<file path="config.mk">
export PLATFORM = sky130hd
export DESIGN_NAME = line_sensor_median_detector_core_flat
export DESIGN_NICKNAME = d
export VERILOG_FILES = /design/src/hdl/lsmd_pkg.sv /design/src/hdl/lsmd_intf.sv /design/src/hdl/line_sensor_median_detector_core.sv /design/src/hdl/lsmd_regs.sv /design/src/hdl/lsmd_lane.sv /design/src/hdl/lsmd_merge.sv /design/src/flat_wrapper.sv
export SDC_FILE = /design/constraint.sdc
export NUM_CORES = 2
export LEC_CHECK = 0
export BUFFER_PORTS_ARGS = -buffer_cell sky130_fd_sc_hd__buf_2
export CORE_UTILIZATION = 57
export CTS_CLUSTER_DIAMETER = 40
export DETAILED_ROUTE_END_ITERATION = 12
export HOLD_SLACK_MARGIN = 0.06
export PLACE_DENSITY_LB_ADDON = 0.2
export SYNTH_ARGS = -nofsm -noshare
export SYNTH_HDL_FRONTEND = slang
export SYNTH_SLANG_ARGS = --single-unit
</file>
<file path="constraint.sdc">
create_clock -name i_clk -period 34.4 [get_ports i_clk]
set_clock_uncertainty 0.2 [all_clocks]
set_input_delay 6.88 -clock i_clk [delete_from_list [all_inputs] [get_ports i_clk]]
set_output_delay 6.88 -clock i_clk [all_outputs]
set_load 0.03 [all_outputs]
</file>
<file path="src/hdl/lsmd_pkg.sv">
// ============================================================================
// lsmd_pkg
// Shared types and constants for the line sensor median detector.
// ============================================================================
package lsmd_pkg;

    // Channel geometry
    localparam int CHANNELS = 8;
    localparam int DATA_W   = 8;

    // Configuration port
    localparam int APB_DW  = 32;
    localparam int PADDR_W = 4;

    // Register reset values
    localparam logic [DATA_W-1:0] LINE_THR_RST = 8'd20;
    localparam logic [DATA_W-1:0] FWD_THR_RST  = 8'd30;
    localparam logic              FWD_EN_RST   = 1'b1;

    // Ranks of the two middle filtered values that form the level
    localparam int LEVEL_LO_RANK = 3;
    localparam int LEVEL_HI_RANK = 4;

    // Register indexes (word address bits [3:2])
    typedef enum logic [1:0] {
        REG_LINE_THR = 2'd0,
        REG_FWD_THR  = 2'd1,
        REG_FWD_EN   = 2'd2
    } t_reg_idx;

    // Configuration values seen by the datapath
    typedef struct packed {
        logic [DATA_W-1:0] line_thr;
        logic [DATA_W-1:0] fwd_thr;
        logic              fwd_en;
    } t_cfg;

    // Pipeline load strobes, shared by all lanes and the merge stage
    typedef struct packed {
        logic shift;  // round transfer: shift reading into the round line
        logic ld1;    // final round: snapshot the full set of readings
        logic ld2;    // median select
        logic ld3;    // history push and sum
        logic ld4;    // divide by history depth
        logic ld5;    // middle pair select
        logic ld6;    // level, mask and result register
    } t_pipe_ctl;

endpackage

</file>
<file path="src/hdl/lsmd_intf.sv">
// ============================================================================
// lsmd_intf
// Valid/ready channels for scan rounds and for detection results.
// ============================================================================
interface lsmd_in_if;
    logic                          valid;
    logic                          ready;
    logic [lsmd_pkg::DATA_W-1:0]   ch0;
    logic [lsmd_pkg::DATA_W-1:0]   ch1;
    logic [lsmd_pkg::DATA_W-1:0]   ch2;
    logic [lsmd_pkg::DATA_W-1:0]   ch3;
    logic [lsmd_pkg::DATA_W-1:0]   ch4;
    logic [lsmd_pkg::DATA_W-1:0]   ch5;
    logic [lsmd_pkg::DATA_W-1:0]   ch6;
    logic [lsmd_pkg::DATA_W-1:0]   ch7;

    modport source (output valid, ch0, ch1, ch2, ch3, ch4, ch5, ch6, ch7, input ready);
    modport sink   (input valid, ch0, ch1, ch2, ch3, ch4, ch5, ch6, ch7, output ready);
endinterface

interface lsmd_out_if;
    logic                          valid;
    logic                          ready;
    logic [lsmd_pkg::DATA_W-1:0]   line_mask;
    logic [lsmd_pkg::DATA_W-1:0]   level;
    logic [lsmd_pkg::DATA_W-1:0]   f0;
    logic [lsmd_pkg::DATA_W-1:0]   f1;
    logic [lsmd_pkg::DATA_W-1:0]   f2;
    logic [lsmd_pkg::DATA_W-1:0]   f3;
    logic [lsmd_pkg::DATA_W-1:0]   f4;
    logic [lsmd_pkg::DATA_W-1:0]   f5;
    logic [lsmd_pkg::DATA_W-1:0]   f6;
    logic [lsmd_pkg::DATA_W-1:0]   f7;

    modport source (output valid, line_mask, level, f0, f1, f2, f3, f4, f5, f6, f7,
                    input ready);
    modport sink   (input valid, line_mask, level, f0, f1, f2, f3, f4, f5, f6, f7,
                    output ready);
endinterface

</file>
<file path="src/hdl/line_sensor_median_detector_core.sv">
// The last round of a measurement reaches its result through six registered stages.
// Throughput: one round per cycle; one result every ROUNDS_PER_MEASURE rounds.
// The input stalls only when all six pipeline stages hold results behind a
// stalled output; stage ranking and median selection set the clock path.
// Reset (synchronous, active low) clears the round count, the stage valids,
// the median history and restores register defaults.
// ============================================================================
// line_sensor_median_detector_core
// Eight-lane median and moving-average filter with middle-pair line detection.
// ============================================================================
module line_sensor_median_detector_core #(
    parameter int ROUNDS_PER_MEASURE = 5,
    parameter int AVERAGE_DEPTH      = 3
) (
    input  logic                           i_clk,
    input  logic                           i_rst_n,
    lsmd_in_if.sink                        i_in,
    lsmd_out_if.source                     o_res,
    input  logic                           psel,
    input  logic                           penable,
    input  logic                           pwrite,
    input  logic [lsmd_pkg::PADDR_W-1:0]   paddr,
    input  logic [lsmd_pkg::APB_DW-1:0]    pwdata,
    output logic [lsmd_pkg::APB_DW-1:0]    prdata,
    output logic                           pready
);

    localparam int NCH   = lsmd_pkg::CHANNELS;
    localparam int DW    = lsmd_pkg::DATA_W;
    localparam int CNT_W = (ROUNDS_PER_MEASURE > 1) ? $clog2(ROUNDS_PER_MEASURE) : 1;

    lsmd_pkg::t_cfg      w_cfg;
    lsmd_pkg::t_pipe_ctl w_ctl;
    logic [CNT_W-1:0]    r_cnt;
    logic                w_last;
    logic                w_acc;
    logic                r_v1, r_v2, r_v3, r_v4, r_v5, r_v6;
    logic                w_m1, w_m2, w_m3, w_m4, w_m5, w_m6;
    logic [DW-1:0]       w_raw  [NCH];
    logic [DW-1:0]       w_filt [NCH];
    logic [DW-1:0]       w_fout [NCH];

    // Configuration registers
    lsmd_regs u_regs (
        .i_clk   (i_clk),
        .i_rst_n (i_rst_n),
        .psel    (psel),
        .penable (penable),
        .pwrite  (pwrite),
        .paddr   (paddr),
        .pwdata  (pwdata),
        .prdata  (prdata),
        .pready  (pready),
        .o_cfg   (w_cfg)
    );

    // Stall chain: a stage may load when it is empty or moving on
    assign w_m6 = !r_v6 || o_res.ready;
    assign w_m5 = !r_v5 || (r_v5 && w_m6);
    assign w_m4 = !r_v4 || (r_v4 && w_m5);
    assign w_m3 = !r_v3 || (r_v3 && w_m4);
    assign w_m2 = !r_v2 || (r_v2 && w_m3);
    assign w_m1 = !r_v1 || (r_v1 && w_m2);

    assign i_in.ready = w_m1;
    assign w_acc      = i_in.valid && w_m1;
    assign w_last     = (r_cnt == CNT_W'(ROUNDS_PER_MEASURE - 1));

    assign w_ctl.shift = w_acc;
    assign w_ctl.ld1   = w_acc && w_last;
    assign w_ctl.ld2   = r_v1 && w_m2;
    assign w_ctl.ld3   = r_v2 && w_m3;
    assign w_ctl.ld4   = r_v3 && w_m4;
    assign w_ctl.ld5   = r_v4 && w_m5;
    assign w_ctl.ld6   = r_v5 && w_m6;

    // Round count and stage valids
    always_ff @(posedge i_clk) begin
        if (!i_rst_n) begin
            r_cnt <= '0;
            r_v1  <= 1'b0;
            r_v2  <= 1'b0;
            r_v3  <= 1'b0;
            r_v4  <= 1'b0;
            r_v5  <= 1'b0;
            r_v6  <= 1'b0;
        end else begin
            if (w_acc) begin
                r_cnt <= w_last ? '0 : r_cnt + CNT_W'(1);
            end
            r_v1 <= w_ctl.ld1 || (r_v1 && !w_ctl.ld2);
            r_v2 <= w_ctl.ld2 || (r_v2 && !w_ctl.ld3);
            r_v3 <= w_ctl.ld3 || (r_v3 && !w_ctl.ld4);
            r_v4 <= w_ctl.ld4 || (r_v4 && !w_ctl.ld5);
            r_v5 <= w_ctl.ld5 || (r_v5 && !w_ctl.ld6);
            r_v6 <= w_ctl.ld6 || (r_v6 && !o_res.ready);
        end
    end

    // Unpack readings
    assign w_raw[0] = i_in.ch0;
    assign w_raw[1] = i_in.ch1;
    assign w_raw[2] = i_in.ch2;
    assign w_raw[3] = i_in.ch3;
    assign w_raw[4] = i_in.ch4;
    assign w_raw[5] = i_in.ch5;
    assign w_raw[6] = i_in.ch6;
    assign w_raw[7] = i_in.ch7;

    // Per-channel lanes
    generate
        for (genvar c = 0; c < NCH; c++) begin : g_lane
            lsmd_lane #(
                .ROUNDS_PER_MEASURE (ROUNDS_PER_MEASURE),
                .AVERAGE_DEPTH      (AVERAGE_DEPTH)
            ) u_lane (
                .i_clk   (i_clk),
                .i_rst_n (i_rst_n),
                .i_ctl   (w_ctl),
                .i_raw   (w_raw[c]),
                .o_filt  (w_filt[c])
            );
        end
    endgenerate

    // Merge and result register
    lsmd_merge u_merge (
        .i_clk   (i_clk),
        .i_ctl   (w_ctl),
        .i_cfg   (w_cfg),
        .i_filt  (w_filt),
        .o_mask  (o_res.line_mask),
        .o_level (o_res.level),
        .o_filt  (w_fout)
    );

    assign o_res.valid = r_v6;
    assign o_res.f0    = w_fout[0];
    assign o_res.f1    = w_fout[1];
    assign o_res.f2    = w_fout[2];
    assign o_res.f3    = w_fout[3];
    assign o_res.f4    = w_fout[4];
    assign o_res.f5    = w_fout[5];
    assign o_res.f6    = w_fout[6];
    assign o_res.f7    = w_fout[7];

    // Round count stays within one measurement
    a_cnt_range: assert property (@(posedge i_clk) disable iff (!i_rst_n)
        r_cnt <= CNT_W'(ROUNDS_PER_MEASURE - 1))
        else $error("round count out of range");

    // Input only stalls when every stage is occupied
    a_stall_full: assert property (@(posedge i_clk) disable iff (!i_rst_n)
        !i_in.ready |-> (r_v1 && r_v2 && r_v3 && r_v4 && r_v5 && r_v6))
        else $error("input stalled with a free stage");

    // Last round of a measurement always enters the pipeline
    a_last_enters: assert property (@(posedge i_clk) disable iff (!i_rst_n)
        (w_acc && w_last) |=> r_v1)
        else $error("final round transfer lost");

    // Forward channel masked when forward use is off
    a_fwd_mask: assert property (@(posedge i_clk) disable iff (!i_rst_n)
        (o_res.valid && !w_cfg.fwd_en) |-> !o_res.line_mask[0])
        else $error("forward channel flagged while disabled");

endmodule

</file>
<file path="src/hdl/lsmd_regs.sv">
// ============================================================================
// lsmd_regs
// APB-style configuration registers: thresholds and forward enable.
// ============================================================================
module lsmd_regs (
    input  logic                           i_clk,
    input  logic                           i_rst_n,
    input  logic                           psel,
    input  logic                           penable,
    input  logic                           pwrite,
    input  logic [lsmd_pkg::PADDR_W-1:0]   paddr,
    input  logic [lsmd_pkg::APB_DW-1:0]    pwdata,
    output logic [lsmd_pkg::APB_DW-1:0]    prdata,
    output logic                           pready,
    output lsmd_pkg::t_cfg                 o_cfg
);

    logic [lsmd_pkg::DATA_W-1:0] r_line_thr;
    logic [lsmd_pkg::DATA_W-1:0] r_fwd_thr;
    logic                        r_fwd_en;
    logic                        w_wr;
    lsmd_pkg::t_reg_idx          w_idx;

    assign pready = 1'b1;
    assign w_wr   = psel && penable && pwrite;
    assign w_idx  = lsmd_pkg::t_reg_idx'(paddr[3:2]);

    // Register writes; unmapped index is dropped
    always_ff @(posedge i_clk) begin
        if (!i_rst_n) begin
            r_line_thr <= lsmd_pkg::LINE_THR_RST;
            r_fwd_thr  <= lsmd_pkg::FWD_THR_RST;
            r_fwd_en   <= lsmd_pkg::FWD_EN_RST;
        end else if (w_wr) begin
            unique case (w_idx)
                lsmd_pkg::REG_LINE_THR: r_line_thr <= pwdata[lsmd_pkg::DATA_W-1:0];
                lsmd_pkg::REG_FWD_THR:  r_fwd_thr  <= pwdata[lsmd_pkg::DATA_W-1:0];
                lsmd_pkg::REG_FWD_EN:   r_fwd_en   <= pwdata[0];
                default: ;
            endcase
        end
    end

    // Read mux
    always_comb begin
        unique case (w_idx)
            lsmd_pkg::REG_LINE_THR: prdata = lsmd_pkg::APB_DW'(r_line_thr);
            lsmd_pkg::REG_FWD_THR:  prdata = lsmd_pkg::APB_DW'(r_fwd_thr);
            lsmd_pkg::REG_FWD_EN:   prdata = lsmd_pkg::APB_DW'(r_fwd_en);
            default:                prdata = '0;
        endcase
    end

    assign o_cfg = '{line_thr: r_line_thr, fwd_thr: r_fwd_thr, fwd_en: r_fwd_en};

endmodule

</file>
<file path="src/hdl/lsmd_lane.sv">
// ============================================================================
// lsmd_lane
// One channel: round line, median of the rounds, median history and average.
// ============================================================================
module lsmd_lane #(
    parameter int ROUNDS_PER_MEASURE = 5,
    parameter int AVERAGE_DEPTH      = 3
) (
    input  logic                          i_clk,
    input  logic                          i_rst_n,
    input  lsmd_pkg::t_pipe_ctl           i_ctl,
    input  logic [lsmd_pkg::DATA_W-1:0]   i_raw,
    output logic [lsmd_pkg::DATA_W-1:0]   o_filt
);

    localparam int R      = ROUNDS_PER_MEASURE;
    localparam int D      = AVERAGE_DEPTH;
    localparam int DW     = lsmd_pkg::DATA_W;
    localparam int RK_W   = $clog2(R + 1);
    localparam int SUM_W  = DW + $clog2(D);
    // floor(s / D) == (s * FM) >> FK for every s below 2**SUM_W
    localparam int FK     = SUM_W + $clog2(D);
    localparam int PROD_W = FK + DW;
    localparam logic [FK:0] FM = (FK + 1)'(((2 ** FK) + D - 1) / D);

    logic [DW-1:0]     w_round [R];
    logic [DW-1:0]     r_snap  [R];
    logic [DW-1:0]     w_med;
    logic [DW-1:0]     r_med;
    logic [DW-1:0]     r_hist  [D];
    logic [SUM_W-1:0]  w_sum;
    logic [SUM_W-1:0]  r_sum;
    logic [PROD_W-1:0] w_prod;
    logic [DW-1:0]     r_filt;

    // Round line: earlier rounds of the measurement, current reading appended
    generate
        if (R > 1) begin : g_store
            logic [DW-1:0] r_store [R-1];

            always_ff @(posedge i_clk) begin
                if (i_ctl.shift) begin
                    r_store[0] <= i_raw;
                    for (int k = 1; k < R - 1; k++) begin
                        r_store[k] <= r_store[k-1];
                    end
                end
            end

            always_comb begin
                for (int k = 0; k < R - 1; k++) begin
                    w_round[k] = r_store[k];
                end
                w_round[R-1] = i_raw;
            end
        end else begin : g_single
            assign w_round[0] = i_raw;
        end
    endgenerate

    // Stage 1: snapshot of all rounds
    always_ff @(posedge i_clk) begin
        if (i_ctl.ld1) begin
            r_snap <= w_round;
        end
    end

    // Stage 2: median by rank; ties broken by position so ranks are unique
    always_comb begin
        logic [RK_W-1:0] v_rank;
        w_med = '0;
        for (int i = 0; i < R; i++) begin
            v_rank = '0;
            for (int j = 0; j < R; j++) begin
                if ((r_snap[j] < r_snap[i]) || ((r_snap[j] == r_snap[i]) && (j < i))) begin
                    v_rank = v_rank + RK_W'(1);
                end
            end
            if (v_rank == RK_W'(R / 2)) begin
                w_med = w_med | r_snap[i];
            end
        end
    end

    always_ff @(posedge i_clk) begin
        if (i_ctl.ld2) begin
            r_med <= w_med;
        end
    end

    // Stage 3: history push; sum covers the new median and the kept entries
    always_comb begin
        w_sum = SUM_W'(r_med);
        for (int g = 1; g < D; g++) begin
            w_sum = w_sum + SUM_W'(r_hist[g]);
        end
    end

    always_ff @(posedge i_clk) begin
        if (!i_rst_n) begin
            for (int g = 0; g < D; g++) begin
                r_hist[g] <= '0;
            end
        end else if (i_ctl.ld3) begin
            for (int g = 0; g < D - 1; g++) begin
                r_hist[g] <= r_hist[g+1];
            end
            r_hist[D-1] <= r_med;
        end
    end

    always_ff @(posedge i_clk) begin
        if (i_ctl.ld3) begin
            r_sum <= w_sum;
        end
    end

    // Stage 4: divide by history depth via reciprocal multiply
    assign w_prod = PROD_W'(r_sum) * PROD_W'(FM);

    always_ff @(posedge i_clk) begin
        if (i_ctl.ld4) begin
            r_filt <= w_prod[FK +: DW];
        end
    end

    assign o_filt = r_filt;

endmodule

</file>
<file path="src/hdl/lsmd_merge.sv">
// ============================================================================
// lsmd_merge
// Combines lane outputs: middle-pair level, deviation test and result register.
// ============================================================================
module lsmd_merge (
    input  logic                          i_clk,
    input  lsmd_pkg::t_pipe_ctl           i_ctl,
    input  lsmd_pkg::t_cfg                i_cfg,
    input  logic [lsmd_pkg::DATA_W-1:0]   i_filt  [lsmd_pkg::CHANNELS],
    output logic [lsmd_pkg::DATA_W-1:0]   o_mask,
    output logic [lsmd_pkg::DATA_W-1:0]   o_level,
    output logic [lsmd_pkg::DATA_W-1:0]   o_filt  [lsmd_pkg::CHANNELS]
);

    localparam int NCH  = lsmd_pkg::CHANNELS;
    localparam int DW   = lsmd_pkg::DATA_W;
    localparam int RK_W = $clog2(NCH);

    logic [DW-1:0] w_lo;
    logic [DW-1:0] w_hi;
    logic [DW-1:0] r_lo;
    logic [DW-1:0] r_hi;
    logic [DW-1:0] r_f5    [NCH];
    logic [DW:0]   w_pair;
    logic [DW-1:0] w_level;
    logic [DW-1:0] w_mask;
    logic [DW-1:0] r_mask;
    logic [DW-1:0] r_level;
    logic [DW-1:0] r_f6    [NCH];

    // Stage 5: rank the eight filtered values, pick the middle two
    always_comb begin
        logic [RK_W-1:0] v_rank;
        w_lo = '0;
        w_hi = '0;
        for (int i = 0; i < NCH; i++) begin
            v_rank = '0;
            for (int j = 0; j < NCH; j++) begin
                if ((i_filt[j] < i_filt[i]) || ((i_filt[j] == i_filt[i]) && (j < i))) begin
                    v_rank = v_rank + RK_W'(1);
                end
            end
            if (v_rank == RK_W'(lsmd_pkg::LEVEL_LO_RANK)) begin
                w_lo = w_lo | i_filt[i];
            end
            if (v_rank == RK_W'(lsmd_pkg::LEVEL_HI_RANK)) begin
                w_hi = w_hi | i_filt[i];
            end
        end
    end

    always_ff @(posedge i_clk) begin
        if (i_ctl.ld5) begin
            r_lo <= w_lo;
            r_hi <= w_hi;
            r_f5 <= i_filt;
        end
    end

    // Stage 6: level and per-channel deviation test
    assign w_pair  = {1'b0, r_lo} + {1'b0, r_hi};
    assign w_level = w_pair[DW:1];

    always_comb begin
        logic [DW-1:0] v_dev;
        w_mask = '0;
        for (int c = 0; c < NCH; c++) begin
            v_dev = (r_f5[c] > w_level) ? (r_f5[c] - w_level) : (w_level - r_f5[c]);
            w_mask[c] = v_dev > i_cfg.line_thr;
        end
        // forward channel: also needs enable and its own threshold
        v_dev = (r_f5[0] > w_level) ? (r_f5[0] - w_level) : (w_level - r_f5[0]);
        w_mask[0] = w_mask[0] && i_cfg.fwd_en && (v_dev > i_cfg.fwd_thr);
    end

    always_ff @(posedge i_clk) begin
        if (i_ctl.ld6) begin
            r_mask  <= w_mask;
            r_level <= w_level;
            r_f6    <= r_f5;
        end
    end

    assign o_mask  = r_mask;
    assign o_level = r_level;
    assign o_filt  = r_f6;

endmodule
</file>
<file path="src/flat_wrapper.sv">
// flat-port wrapper written by rule: the top's interface ports become plain ports
module line_sensor_median_detector_core_flat 
#(
    parameter int ROUNDS_PER_MEASURE = 5,
    parameter int AVERAGE_DEPTH      = 3
)
  (i_clk, i_rst_n, psel, penable, pwrite, paddr, pwdata, prdata, pready, i_in_valid, i_in_ch0, i_in_ch1, i_in_ch2, i_in_ch3, i_in_ch4, i_in_ch5, i_in_ch6, i_in_ch7, i_in_ready, o_res_valid, o_res_line_mask, o_res_level, o_res_f0, o_res_f1, o_res_f2, o_res_f3, o_res_f4, o_res_f5, o_res_f6, o_res_f7, o_res_ready);
  lsmd_in_if i_in_i ();
  lsmd_out_if o_res_i ();
  input  logic i_clk;
  input  logic i_rst_n;
  input  logic psel;
  input  logic penable;
  input  logic pwrite;
  input  logic [lsmd_pkg::PADDR_W-1:0] paddr;
  input  logic [lsmd_pkg::APB_DW-1:0] pwdata;
  output logic [lsmd_pkg::APB_DW-1:0] prdata;
  output logic pready;
  input wire logic [$bits(i_in_i.valid)-1:0] i_in_valid;
  input wire logic [$bits(i_in_i.ch0)-1:0] i_in_ch0;
  input wire logic [$bits(i_in_i.ch1)-1:0] i_in_ch1;
  input wire logic [$bits(i_in_i.ch2)-1:0] i_in_ch2;
  input wire logic [$bits(i_in_i.ch3)-1:0] i_in_ch3;
  input wire logic [$bits(i_in_i.ch4)-1:0] i_in_ch4;
  input wire logic [$bits(i_in_i.ch5)-1:0] i_in_ch5;
  input wire logic [$bits(i_in_i.ch6)-1:0] i_in_ch6;
  input wire logic [$bits(i_in_i.ch7)-1:0] i_in_ch7;
  output wire logic [$bits(i_in_i.ready)-1:0] i_in_ready;
  output wire logic [$bits(o_res_i.valid)-1:0] o_res_valid;
  output wire logic [$bits(o_res_i.line_mask)-1:0] o_res_line_mask;
  output wire logic [$bits(o_res_i.level)-1:0] o_res_level;
  output wire logic [$bits(o_res_i.f0)-1:0] o_res_f0;
  output wire logic [$bits(o_res_i.f1)-1:0] o_res_f1;
  output wire logic [$bits(o_res_i.f2)-1:0] o_res_f2;
  output wire logic [$bits(o_res_i.f3)-1:0] o_res_f3;
  output wire logic [$bits(o_res_i.f4)-1:0] o_res_f4;
  output wire logic [$bits(o_res_i.f5)-1:0] o_res_f5;
  output wire logic [$bits(o_res_i.f6)-1:0] o_res_f6;
  output wire logic [$bits(o_res_i.f7)-1:0] o_res_f7;
  input wire logic [$bits(o_res_i.ready)-1:0] o_res_ready;
  assign i_in_i.valid = i_in_valid;
  assign i_in_i.ch0 = i_in_ch0;
  assign i_in_i.ch1 = i_in_ch1;
  assign i_in_i.ch2 = i_in_ch2;
  assign i_in_i.ch3 = i_in_ch3;
  assign i_in_i.ch4 = i_in_ch4;
  assign i_in_i.ch5 = i_in_ch5;
  assign i_in_i.ch6 = i_in_ch6;
  assign i_in_i.ch7 = i_in_ch7;
  assign i_in_ready = i_in_i.ready;
  assign o_res_valid = o_res_i.valid;
  assign o_res_line_mask = o_res_i.line_mask;
  assign o_res_level = o_res_i.level;
  assign o_res_f0 = o_res_i.f0;
  assign o_res_f1 = o_res_i.f1;
  assign o_res_f2 = o_res_i.f2;
  assign o_res_f3 = o_res_i.f3;
  assign o_res_f4 = o_res_i.f4;
  assign o_res_f5 = o_res_i.f5;
  assign o_res_f6 = o_res_i.f6;
  assign o_res_f7 = o_res_i.f7;
  assign o_res_i.ready = o_res_ready;
  line_sensor_median_detector_core #(.ROUNDS_PER_MEASURE(ROUNDS_PER_MEASURE), .AVERAGE_DEPTH(AVERAGE_DEPTH)) u_core (.i_clk(i_clk), .i_rst_n(i_rst_n), .i_in(i_in_i), .o_res(o_res_i), .psel(psel), .penable(penable), .pwrite(pwrite), .paddr(paddr), .pwdata(pwdata), .prdata(prdata), .pready(pready));
endmodule
</file>
==> impl_metrics.ini <==
[outcome]
status = finished, final reports clean

[logic_synthesis]
ys_warn_count = 0
postSynthAreaPerCell_um2 = 11.16
ys_seq_area_share_pct = 37.35
netlist_instances = 7848
dominantRegCellSynth = edfxtp_1
synth_cell_types = 101
syn_area_um2 = 87570
synth_edf_count = 1072
synthArstFlopShare_pct = 0
ys_ff_latch = 1098

[sta]
relSlewSlack_pct = 9.140
finalHoldViolCount = 0
fin_crit_sh_pct = 45.50
max_freq_mhz = 63.89
whs_ns = 0.1927
finalSetupViolCount = 0
fin_crit_ns = 15.65
fin_tns_setup_ns = 0
rsz0062_at_grt = no
tightest_slew_ns = 1.351
report.final.slew_viol_count = 0

[clock_tree]
cts_made_buffers = 160
postCtsSetupRepairBufs = 0
clock-sinks = 1098
h-tree-depth = 4
cts_hold_buf = 0
cts-root-buf = clkbuf_16
insertion_delay_ns = 0.81
clk_pin_slew_ns = 0.06
post_cts_resized = 0
cts_tree = built
cts_buffer_depth = 3

[route]
first_iter_violations = 4161
drtAntennaViolNets = 0
via_count = 60830
drt_pre_antenna_iters = 12
wl_per_cell_um = 19.83
drc_errors = 0
via_per_inst = 5.899
finalWirelength_um = 204400

[floorplanning]
rows = 143
die_w_um = 394.0
coreArea_um2 = 152300
fp.dieH_um = 394.0
start_util_pct = 57.51
io_pins = 222
fp.dieArea_um2 = 155200

[setup_path]
crit_path_frequent_cell = buf_2
critPathTopFamily = simple AND/OR/NAND/NOR gates
cp-end-kind = primary output
path_cells = buf_2 > nor2b_1 > and3_1 > and2_1 > nand3_1 > buf_2
critical_path.max_stage_delay_ns = 0.47
startpoint_type = input pin
worstPathBufferInverterCount = 2
crit_path_top_delay_cell = nor2b_1
ff2ff_path_depth = 27
crit_path_max_fanout = 5
r2r-start = u_core.g_lane[4].u_lane.o_filt[7]$_DFFE_PP_
worstSetupPathType = input pin to primary output
cp.required_ns = 27.32
crit_arrival_ns = 8.57
rrSetupSlack_ns = 26.89
regToRegEndpoint = u_core.u_merge.r_lo[6]$_DFFE_PP_

[place]
port_buffers = 170
hpwl_um = 157200
globalplace.congestion = 0.9591

[finish]
nNetsFinal = 10270
fillers = 11810
drive_gt1_share_pct = 6.666
syn2layout_area_growth_pct = 10.20

[worst_hold_path]
min_path_type = register to register
min_to = u_core.g_lane[0].u_lane.r_snap[8]$_DFFE_PP_
hp-start = u_core.g_lane[0].u_lane.g_store.r_store[3][0]$_DFFE_PP_
hold_depth = 0

[job]
drv_cap = 0

[global_route]
grt_max_degree = 156
grt_pass1_wl_um = 327500
grt_pass1_vias = 62280
antenna_found_initial = 1
grt-ovfl-total = 0
grt.total_usage_pct = 26.38

[pwr]
power.leakage_nw = 43.86
power_density_nw_per_um2 = 34.03
ir_worst_vdd_uv = 49.20
## layer usage
metal | global-route usage (%) | vias up | wire, um
met5 | 0 | - | 0
met4 | 10.15 | 0 | 7749
met3 | 4.039 | 503 | 12280
met2 | 43.59 | 1725 | 94330
met1 | 34.90 | 29160 | 90090
li1 | - | 29440 | -
## registers in the layout (all words and copies together), names as in the netlist, 64 cells and up
signal / flops
u_core.g_lane.u_lane.o_filt: 64
u_core.g_lane.u_lane.r_hist: 128
u_core.g_lane.u_lane.r_med: 64
u_core.u_merge.r_f5: 64
u_core.g_lane.u_lane.r_sum: 80
u_core.u_merge.o_filt: 64
u_core.g_lane.u_lane.g_store.r_store: 256
u_core.g_lane.u_lane.r_snap: 320
## per-stage QoR
| stage | instances | power, mW | worst slack, ns | utilization, % | instance area [um2] |
|---|---|---|---|---|---|
| floorplan | 7871 | 1.631 | 11.36 | - | 87660 |
| global placement | 10020 | 1.653 | 18.78 | 59.73 | 90940 |
| detailed placement | 10020 | 1.660 | 18.73 | 59.73 | 90940 |
| CTS | 10310 | 3.321 | 18.71 | 63.38 | 96510 |
| global route | 10310 | 3.392 | 18.65 | 63.38 | 96510 |
| finish | 10310 | 3.284 | 18.75 | 63.38 | 96510 |
## where the power goes
group | switching, mW | internal [mW] | total [mW]
logic | 0.0702 | 0.0470 | 0.117
clock network | 0.653 | 0.997 | 1.65
registers | 0.0145 | 1.50 | 1.52
total | 0.738 | 2.55 | 3.28
## worst register-to-register path: cells and delay by family, from the launching register on
kind	cells	cell delay [ns]
AOI/OAI and AO/OA	8	2.38
adders and majority gates	6	1.87
and+or+nand+nor	9	1.23
DFF	1	0.77
xor gates and xnor gates	2	0.44
buffers and inverters	2	0.43
## cells in the final DEF (no fill, tap or decap), drive strengths merged, types with 27 or more instances in the layout
master  Yosys  final
ha       1759   1759
inv      1107   1143
edfxtp   1072   1072
a21oi     414    414
o21ai     310    310
fa        257    257
nand2     229    229
nor2      225    225
buf        34    198
xnor2     195    195
nor2b     190    190
a21o      188    188
nand3     172    172
o21a      172    172
and2      172    172
clkbuf     49    170
nand4     156    156
mux2i      91     91
nand2b     79     79
nor3       65     65
and3       65     65
a211oi     62     62
o21bai     59     59
xor2       58     58
clkinv      2     58
a22oi      50     50
o211ai     48     48
a221o      42     42
a222oi     41     41
o31ai      27     27
a31oi      27     27
## synthesized netlist by cell type, drive strengths merged (188+ instances only)
master  count  area, um2
ha       1759      22010
a21oi     414       2083
nor2      225      847.1
o21ai     310       1551
fa        257       5145
a21o      188       1411
edfxtp   1072      32190
nor2b     190       1189
nand2     229      859.6
inv      1107       4155
xnor2     195       1723
## layout make-up
type / count / area [um2] / share of cell area (%)
Tap cell: 2030 / 2540 / 2.632
Clock inverter: 125 / 1499 / 1.553
Clock buffer: 170 / 4063 / 4.210
Multi-Input combinational cell: 5581 / 50450 / 52.27
Sequential cell: 1098 / 32710 / 33.89
Inverter: 1109 / 4170 / 4.321
Timing Repair Buffer: 198 / 1074 / 1.112
Antenna cell: 1 / 2.502 / 0.002593
## worst max-delay path by stage
stage,depth (start not counted),from,end,slack (ns)
floorplan,8,o_res_ready,u_core.g_lane[0].u_lane.r_snap[0]$_DFFE_PP_,11.36
global placement,6,o_res_ready,i_in_ready,18.78
detailed placement,6,o_res_ready,i_in_ready,18.73
CTS,6,o_res_ready,i_in_ready,18.71
global route,6,o_res_ready,i_in_ready,18.65
finish,6,o_res_ready,i_in_ready,18.75
## cell families (layout without fill, tap and decap cells)
logic type	Yosys count	in the layout	synth area share, %
xor+xnor	268	268	2.935
simple gates	1494	1494	9.275
fa+ha+maj	2016	2016	31.01
other cells	2	26	0.008576
flops	1098	1098	37.35
compound gates	1668	1668	12.84
mux	110	110	1.363
buf+inv	1192	1602	5.222
Power figures use the tool's default switching activity.
